$ cat src/design/srfp_pkg.sv
// ----------------------------------------------------------------------------
// srfp_pkg: shared types and constants of the sensor reply frame parser
// Holds the result beat layout, configuration register indexes and the
// reset values of the header registers.
// ----------------------------------------------------------------------------
`default_nettype none

package srfp_pkg;

   // default upper bound of the length field (payload plus checksum bytes)
   localparam int SRFP_MAX_LENGTH = 256;

   // header reset values
   localparam logic [7:0] HEADER_FIRST_RESET  = 8'hEF;
   localparam logic [7:0] HEADER_SECOND_RESET = 8'h01;

   // configuration register indexes
   localparam int CSR_INDEX_WIDTH = 1;
   typedef enum logic [CSR_INDEX_WIDTH-1:0] {
      CSR_HEADER_FIRST  = 1'b0,
      CSR_HEADER_SECOND = 1'b1
   } csr_index_type;

   // one result beat
   typedef struct packed {
      logic        is_end;
      logic [7:0]  packet_id;
      logic [7:0]  data_byte;
      logic [7:0]  byte_index;
      logic [15:0] payload_length;
      logic        checksum_ok;
      logic        length_error;
   } result_type;

endpackage

`default_nettype wire

$ cat src/design/srfp_frame_fsm.sv
// ----------------------------------------------------------------------------
// srfp_frame_fsm: frame state machine of the reply parser
// Tracks header hunt, address skip, id, length, payload and checksum, and
// forms the result for the beat being taken.
// ----------------------------------------------------------------------------
`default_nettype none

module srfp_frame_fsm #(
   parameter int MAX_LENGTH = srfp_pkg::SRFP_MAX_LENGTH
) (
   input  wire                      clock,
   input  wire                      reset,
   input  wire                      step,
   input  wire [7:0]                rx_byte,
   input  wire [7:0]                header_first,
   input  wire [7:0]                header_second,
   output logic                     res_valid,
   output srfp_pkg::result_type     res
);
   import srfp_pkg::*;

   // wide enough for MAX_LENGTH payload bytes
   localparam int CountWidth = $clog2(MAX_LENGTH + 1);

   typedef enum logic [2:0] {
      PH_HEADER  = 3'd0,
      PH_ADDR    = 3'd1,
      PH_ID      = 3'd2,
      PH_LENGTH  = 3'd3,
      PH_PAYLOAD = 3'd4,
      PH_CHECK   = 3'd5
   } phase_type;

   phase_type             phase_ff, phase_in;
   logic [CountWidth-1:0] count_ff, count_in;
   logic [7:0]            id_ff, id_in;
   logic [15:0]           length_ff, length_in;
   logic [15:0]           sum_ff, sum_in;
   logic [7:0]            check_high_ff, check_high_in;

   logic                  hit_valid;
   logic                  is_end;
   logic                  checksum_ok;
   logic                  length_error;
   logic [7:0]            data_byte;
   logic [7:0]            byte_index;
   logic [15:0]           sum_add;
   logic [15:0]           length_full;
   logic [15:0]           payload_last;
   logic [CountWidth-1:0] count_inc;

   assign sum_add      = sum_ff + 16'(rx_byte);
   assign length_full  = {length_ff[15:8], rx_byte};
   assign payload_last = length_ff - 16'd2;
   assign count_inc    = count_ff + CountWidth'(1);

   always_comb begin
      phase_in      = phase_ff;
      count_in      = count_ff;
      id_in         = id_ff;
      length_in     = length_ff;
      sum_in        = sum_ff;
      check_high_in = check_high_ff;
      hit_valid     = 1'b0;
      is_end        = 1'b0;
      checksum_ok   = 1'b0;
      length_error  = 1'b0;
      data_byte     = 8'd0;
      byte_index    = 8'd0;

      unique case (phase_ff)
         PH_HEADER: begin
            if (rx_byte != ((count_ff == '0) ? header_first : header_second)) begin
               count_in = '0;
            end else if (count_ff == '0) begin
               count_in = count_inc;
            end else begin
               phase_in = PH_ADDR;
               count_in = '0;
            end
         end
         PH_ADDR: begin
            if (count_ff == CountWidth'(3)) begin
               phase_in = PH_ID;
               count_in = '0;
            end else begin
               count_in = count_inc;
            end
         end
         PH_ID: begin
            id_in    = rx_byte;
            sum_in   = 16'(rx_byte);
            phase_in = PH_LENGTH;
            count_in = '0;
         end
         PH_LENGTH: begin
            sum_in = sum_add;
            if (count_ff == '0) begin
               length_in = {rx_byte, 8'h00};
               count_in  = CountWidth'(1);
            end else begin
               length_in = length_full;
               count_in  = '0;
               if (length_full < 16'd2 || 17'(length_full) > 17'(MAX_LENGTH)) begin
                  // bad length: report and go back to hunting
                  hit_valid    = 1'b1;
                  is_end       = 1'b1;
                  length_error = 1'b1;
                  phase_in     = PH_HEADER;
               end else if (length_full == 16'd2) begin
                  phase_in = PH_CHECK;
               end else begin
                  phase_in = PH_PAYLOAD;
               end
            end
         end
         PH_PAYLOAD: begin
            sum_in     = sum_add;
            hit_valid  = 1'b1;
            data_byte  = rx_byte;
            byte_index = 8'(count_ff);
            if (16'(count_inc) >= payload_last) begin
               phase_in = PH_CHECK;
               count_in = '0;
            end else begin
               count_in = count_inc;
            end
         end
         PH_CHECK: begin
            if (count_ff == '0) begin
               check_high_in = rx_byte;
               count_in      = CountWidth'(1);
            end else begin
               hit_valid   = 1'b1;
               is_end      = 1'b1;
               checksum_ok = ({check_high_ff, rx_byte} == sum_ff);
               phase_in    = PH_HEADER;
               count_in    = '0;
            end
         end
         default: begin
            phase_in = PH_HEADER;
            count_in = '0;
         end
      endcase
   end

   assign res_valid          = step & hit_valid;
   assign res.is_end         = is_end;
   assign res.packet_id      = id_in;
   assign res.data_byte      = data_byte;
   assign res.byte_index     = byte_index;
   assign res.payload_length = length_in;
   assign res.checksum_ok    = checksum_ok;
   assign res.length_error   = length_error;

   always_ff @(posedge clock) begin
      if (reset) begin
         phase_ff      <= PH_HEADER;
         count_ff      <= '0;
         id_ff         <= 8'd0;
         length_ff     <= 16'd0;
         sum_ff        <= 16'd0;
         check_high_ff <= 8'd0;
      end else if (step) begin
         phase_ff      <= phase_in;
         count_ff      <= count_in;
         id_ff         <= id_in;
         length_ff     <= length_in;
         sum_ff        <= sum_in;
         check_high_ff <= check_high_in;
      end
   end

endmodule

`default_nettype wire

$ cat src/design/sensor_reply_frame_parser.sv
// ----------------------------------------------------------------------------
// sensor_reply_frame_parser: reply frame parser for a serial sensor link
// Takes received bytes, finds framed replies, emits payload bytes and a
// checksum or length error verdict at each frame end.
// ----------------------------------------------------------------------------
// usage
//   req channel: one received link byte per beat (req_valid / req_stall)
//   rsp channel: at most one result beat per request beat (rsp_valid /
//     rsp_stall); payload beats have rsp_is_end low, the frame end verdict
//     has rsp_is_end high with rsp_checksum_ok or rsp_length_error
//   csr port: header_first (index 0) and header_second (index 1), written
//     while the parser is idle
//   result register: a result appears on rsp in the cycle after its request beat is taken
//   throughput: one request beat per cycle while req_stall is low, set by the single result register
//   stall: req_stall rises only while a result waits and rsp_stall is high;
//     a waiting result is taken and a new byte accepted in the same cycle
//   reset: synchronous; parser returns to header hunt, headers go to
//     0xEF / 0x01, no result pending
// ----------------------------------------------------------------------------
`default_nettype none

module sensor_reply_frame_parser #(
   parameter int MAX_LENGTH = srfp_pkg::SRFP_MAX_LENGTH
) (
   input  wire                                   clock,
   input  wire                                   reset,
   // request beats
   input  wire                                   req_valid,
   output logic                                  req_stall,
   input  wire [7:0]                             req_rx_byte,
   // result beats
   output logic                                  rsp_valid,
   input  wire                                   rsp_stall,
   output logic                                  rsp_is_end,
   output logic [7:0]                            rsp_packet_id,
   output logic [7:0]                            rsp_data_byte,
   output logic [7:0]                            rsp_byte_index,
   output logic [15:0]                           rsp_payload_length,
   output logic                                  rsp_checksum_ok,
   output logic                                  rsp_length_error,
   // configuration writes
   input  wire                                   csr_write_enable,
   input  wire [srfp_pkg::CSR_INDEX_WIDTH-1:0]   csr_index,
   input  wire [7:0]                             csr_data
);
   import srfp_pkg::*;

   logic [7:0]  header_first_ff;
   logic [7:0]  header_second_ff;
   logic        rsp_valid_ff;
   result_type  rsp_ff;

   logic        req_take;
   logic        res_valid;
   result_type  res;

   // header registers
   always_ff @(posedge clock) begin
      if (reset) begin
         header_first_ff  <= HEADER_FIRST_RESET;
         header_second_ff <= HEADER_SECOND_RESET;
      end else if (csr_write_enable) begin
         unique case (csr_index_type'(csr_index))
            CSR_HEADER_FIRST:  header_first_ff  <= csr_data;
            CSR_HEADER_SECOND: header_second_ff <= csr_data;
            default: ;
         endcase
      end
   end

   // hold off new bytes only while a result is blocked downstream
   assign req_stall = rsp_valid_ff & rsp_stall;
   assign req_take  = req_valid & ~req_stall;

   srfp_frame_fsm #(
      .MAX_LENGTH (MAX_LENGTH)
   ) u_fsm (
      .clock         (clock),
      .reset         (reset),
      .step          (req_take),
      .rx_byte       (req_rx_byte),
      .header_first  (header_first_ff),
      .header_second (header_second_ff),
      .res_valid     (res_valid),
      .res           (res)
   );

   // result register
   always_ff @(posedge clock) begin
      if (reset) begin
         rsp_valid_ff <= 1'b0;
      end else if (res_valid) begin
         rsp_valid_ff <= 1'b1;
      end else if (!rsp_stall) begin
         rsp_valid_ff <= 1'b0;
      end
   end

   always_ff @(posedge clock) begin
      if (res_valid) begin
         rsp_ff <= res;
      end
   end

   assign rsp_valid          = rsp_valid_ff;
   assign rsp_is_end         = rsp_ff.is_end;
   assign rsp_packet_id      = rsp_ff.packet_id;
   assign rsp_data_byte      = rsp_ff.data_byte;
   assign rsp_byte_index     = rsp_ff.byte_index;
   assign rsp_payload_length = rsp_ff.payload_length;
   assign rsp_checksum_ok    = rsp_ff.checksum_ok;
   assign rsp_length_error   = rsp_ff.length_error;

   // a stall on the request side only ever comes from a waiting result
   a_stall_has_cause: assert property (@(posedge clock) disable iff (reset)
      req_stall |-> rsp_valid)
      else $error("req_stall without a pending result");

   // a new result never lands while the old one is blocked
   a_no_overwrite: assert property (@(posedge clock) disable iff (reset)
      (rsp_valid && rsp_stall) |-> !res_valid)
      else $error("result register overwritten while stalled");

   // payload beats carry no verdict flags
   a_payload_flags: assert property (@(posedge clock) disable iff (reset)
      (rsp_valid && !rsp_is_end) |-> (!rsp_checksum_ok && !rsp_length_error))
      else $error("verdict flag on payload beat");

   // frame end beats carry zero data and index, and one verdict at most
   a_end_fields: assert property (@(posedge clock) disable iff (reset)
      (rsp_valid && rsp_is_end) |->
         (rsp_data_byte == 8'd0 && rsp_byte_index == 8'd0 &&
          !(rsp_checksum_ok && rsp_length_error)))
      else $error("malformed frame end beat");

endmodule

`default_nettype wire
$ cat config.mk
export PLATFORM = sky130hd
export DESIGN_NAME = sensor_reply_frame_parser
export DESIGN_NICKNAME = d
export VERILOG_FILES = /design/src/design/srfp_pkg.sv /design/src/design/srfp_frame_fsm.sv /design/src/design/sensor_reply_frame_parser.sv
export SDC_FILE = /design/constraint.sdc
export NUM_CORES = 1
export LEC_CHECK = 0
export BUFFER_PORTS_ARGS = -buffer_cell sky130_fd_sc_hd__buf_2
export CAP_MARGIN = 0
export CORE_MARGIN = 2
export CORE_UTILIZATION = 60
export CTS_BUF_LIST = sky130_fd_sc_hd__clkbuf_4 sky130_fd_sc_hd__clkbuf_8
export DETAILED_ROUTE_END_ITERATION = 10
export PLACE_DENSITY_LB_ADDON = 0.2
export SYNTH_ARGS = -nofsm -noshare
export SYNTH_HDL_FRONTEND = slang
export SYNTH_SLANG_ARGS = --single-unit
$ cat constraint.sdc
create_clock -name clock -period 6.2 [get_ports clock]
set_clock_uncertainty 0.2 [all_clocks]
set_input_delay 0.62 -clock clock [delete_from_list [all_inputs] [get_ports clock]]
set_output_delay 0.62 -clock clock [all_outputs]
set_load 0.005 [all_outputs]
==> impl_metrics.yaml <==
outcome:
  outcome: "complete, no violations"
sta:
  fmax_ghz: 0.267
  tightest_slew_ns: 1.14
  rsz0062_at_grt: "no"
  slew_viol_final: 0
  fin_crit_sh: 0.604
  maxSlewHeadroom: 0.236
  hold_violations: 0
  fin_tns_setup_ns: 0
  setup_viol: 0
  fin_crit_ns: 3.74
pwr:
  peakVddDrop_mv: 0.121
  power_leakage_nw: 2.54
  power_density_mw_per_mm2: 238
placed_design:
  routabilityCongestion: 0.901
  place_area_mm2: 0.00640
  io_buffers: 66
  dp_hpwl_um: 9720
final_layout:
  final_common_cell: "nand2_1"
  area_growth_pct: 12.2
  drive_gt1_frac: 0.163
  final_net_count: 756
  multi_input_area_mm2: 0.00299
  antenna_cells: 0
  nFillCells: 779
  final_cell_mix: "104 x nand2_1, 77 x dfxtp_1, 66 x buf_2"
  design_area_mm2: 0.00679
  seqCellArea_mm2: 0.00283
clock_network:
  cts.clk_slew.worst_paths_ns: 0.07
  clock-sinks: 120
  worstSkewPairLatency_ns: 0.45
  tritoncts.num_buffers: 17
  cts_setup_buffers: 0
  cts_tree: "built"
  post_cts_resized: 0
  htree_levels: 4
  cts_root_buf: "clkbuf_8"
  cts_buffer_depth: 2
  ctsHoldBuffers: 0
detailed_routing:
  dr.first_iter.drc_count: 560
  avgRoutedWirePerCell_um: 16.8
  viasPerCell: 6.04
  drc: 0
  vias: 5185
  finalWirelength_um: 14400
  firstDrtPassIters: 6
  drtAntennaViolNets: 0
yosys:
  synth_area_mm2: 0.00605
  netlist_top_cells_area: "dfxtp_1 25%, edfxtp_1 21%, nand2_1 6.5%, xnor2_1 5.5%, ha_1 4.1%"
  ys_types: 57
  ys_warn_count: 0
  synth.largest_area_cell: "dfxtp_1"
  synth_edf_count: 43
  async_flop_share: 0
  yosysSeqAreaShare: 0.468
  synth_cells: 669
  synth_top_area_share: 0.255
  syn_area_per_cell_um2: 9.05
  mappedNetlistNets: 712
  synthFlopType: "dfxtp_1"
  ys_ff_latch: 120
critical_path:
  critPathRequiredTime_ns: 6.37
  end_kind: "flip-flop"
  crit_slowest_cell: "nor4b_1"
  worst_path_largest_cell_delay_ns: 0.60
  crit_chain: "inv_1, ha_1, nor4b_1, nand2b_1, xor2_1, ha_1, and3_1, o211ai_1, o2111ai_1, o211ai_1, or3_1, a21oi_1"
  critPathLaunchType: "flip-flop"
  worst_ep_arrival_time_ns: 3.91
  critPathKind: "reg -> reg"
  crit_fanout: 15
floorplan:
  initial_core_util: 0.619
  dieArea_mm2: 0.0109
  rows: 36
  coreArea_mm2: 0.00977
  die_h_um: 104
  die_w_um: 104
  ios: 67
global_route:
  overflow: 0
  antenna_found_initial: 0
  grtUsageMet3: 0.0714
  grt_pass1_vias: 4900
  grt_max_degree: 61
  grt_util_met1: 0.355
  grt_pass1_wl_um: 23700
  met2_usage: 0.433
  track_usage: 0.275
  globalRoute.busiestLayer: "met2"
job:
  max_cap_violations: 0
worst_hold_path:
  hold_path.class: "in -> reg"
-- worst max-delay path: cells and delay by family (launching register included) --
kind / cells / cell delay [ns]
DFF: 1 / 0.38
adders and majority gates: 2 / 0.53
xor gates and xnor gates: 1 / 0.17
buffers and inverters: 1 / 0.10
AOI/OAI and AO/OA: 4 / 0.87
and+or+nand+nor: 4 / 1.43
-- per-stage QoR --
stage               worst slack [ns]   util  power (mW)  std cells  hold WS (ns)
global route                    2.00  0.694        1.67        859         0.207
finish                          2.46  0.694        1.62        859         0.206
detailed placement              2.50  0.655       0.945        827         0.249
CTS                             2.49  0.694        1.63        859         0.180
floorplan                       2.02      -       0.916        669         0.234
global placement                2.60  0.655       0.941        827         0.241
-- power by group --
| group | internal, mW | leakage, nW | switching (mW) | total, mW |
|---|---|---|---|---|
| combinational | 0.0365 | 1.35 | 0.0643 | 0.101 |
| clock | 0.356 | 0.187 | 0.332 | 0.688 |
| sequential | 0.818 | 1.00 | 0.00944 | 0.828 |
| total | 1.21 | 2.54 | 0.406 | 1.62 |
-- layer usage --
layer / part of all wire / up-vias
met5: 0 / -
met4: 0.027 / 0
met3: 0.084 / 39
met2: 0.48 / 253
met1: 0.41 / 2431
li1: - / 2462
-- cells by family (layout without fill, tap and decap cells) --
logic type | after synthesis | after routing | share of synthesized area
and+or+nand+nor | 274 | 274 | 0.211
AOI/OAI and AO/OA | 125 | 125 | 0.130
DFF | 120 | 120 | 0.468
buffers and inverters | 60 | 117 | 0.0387
xor gates and xnor gates | 47 | 47 | 0.0680
muxes | 22 | 22 | 0.0393
adders and majority gates | 21 | 21 | 0.0447
-- registers in the layout, summed over array words and instances (netlist names) --
name	cells
rsp_is_end	1
rsp_valid	1
u_fsm.sum_ff	16
u_fsm.check_high_ff	8
rsp_packet_id	8
u_fsm.id_ff	8
u_fsm.phase_ff	3
u_fsm.length_ff	16
rsp_checksum_ok	1
u_fsm.count_ff	9
rsp_byte_index	8
header_second_ff	8
rsp_data_byte	8
header_first_ff	8
rsp_payload_length	16
rsp_length_error	1
-- final cells by class --
type                            count  share of cell area
Clock inverter                     15              0.0225
Tap cell                          133              0.0245
Timing Repair Buffer               68              0.0509
Sequential cell                   120               0.417
Multi-Input combinational cell    489               0.441
Clock buffer                       17              0.0345
Inverter                           17             0.00940
-- final timing paths --
path                      start            endpoint  slack, ns  cells after the start
max          u_fsm.length_ff[1]   u_fsm.phase_ff[1]       2.46                     12
min                 csr_data[6]  header_first_ff[6]       0.21                      3
max reg2reg  u_fsm.length_ff[1]   u_fsm.phase_ff[1]       2.46                     12
min reg2reg      u_fsm.id_ff[4]      u_fsm.id_ff[4]       0.26                      2
-- synth_stat cells, types with 9 or more instances --
| cell | n |
|---|---|
| nand2_1 | 104 |
| dfxtp_1 | 77 |
| nor2_1 | 52 |
| a21oi_1 | 49 |
| edfxtp_1 | 43 |
| clkbuf_1 | 38 |
| xnor2_1 | 38 |
| nand3_1 | 35 |
| o21ai_0 | 24 |
| ha_1 | 20 |
| nor3_1 | 20 |
| and3_1 | 17 |
| inv_1 | 17 |
| mux2_2 | 14 |
| nor4_1 | 10 |
| xor2_1 | 9 |
(Power assumes the default switching activity.)
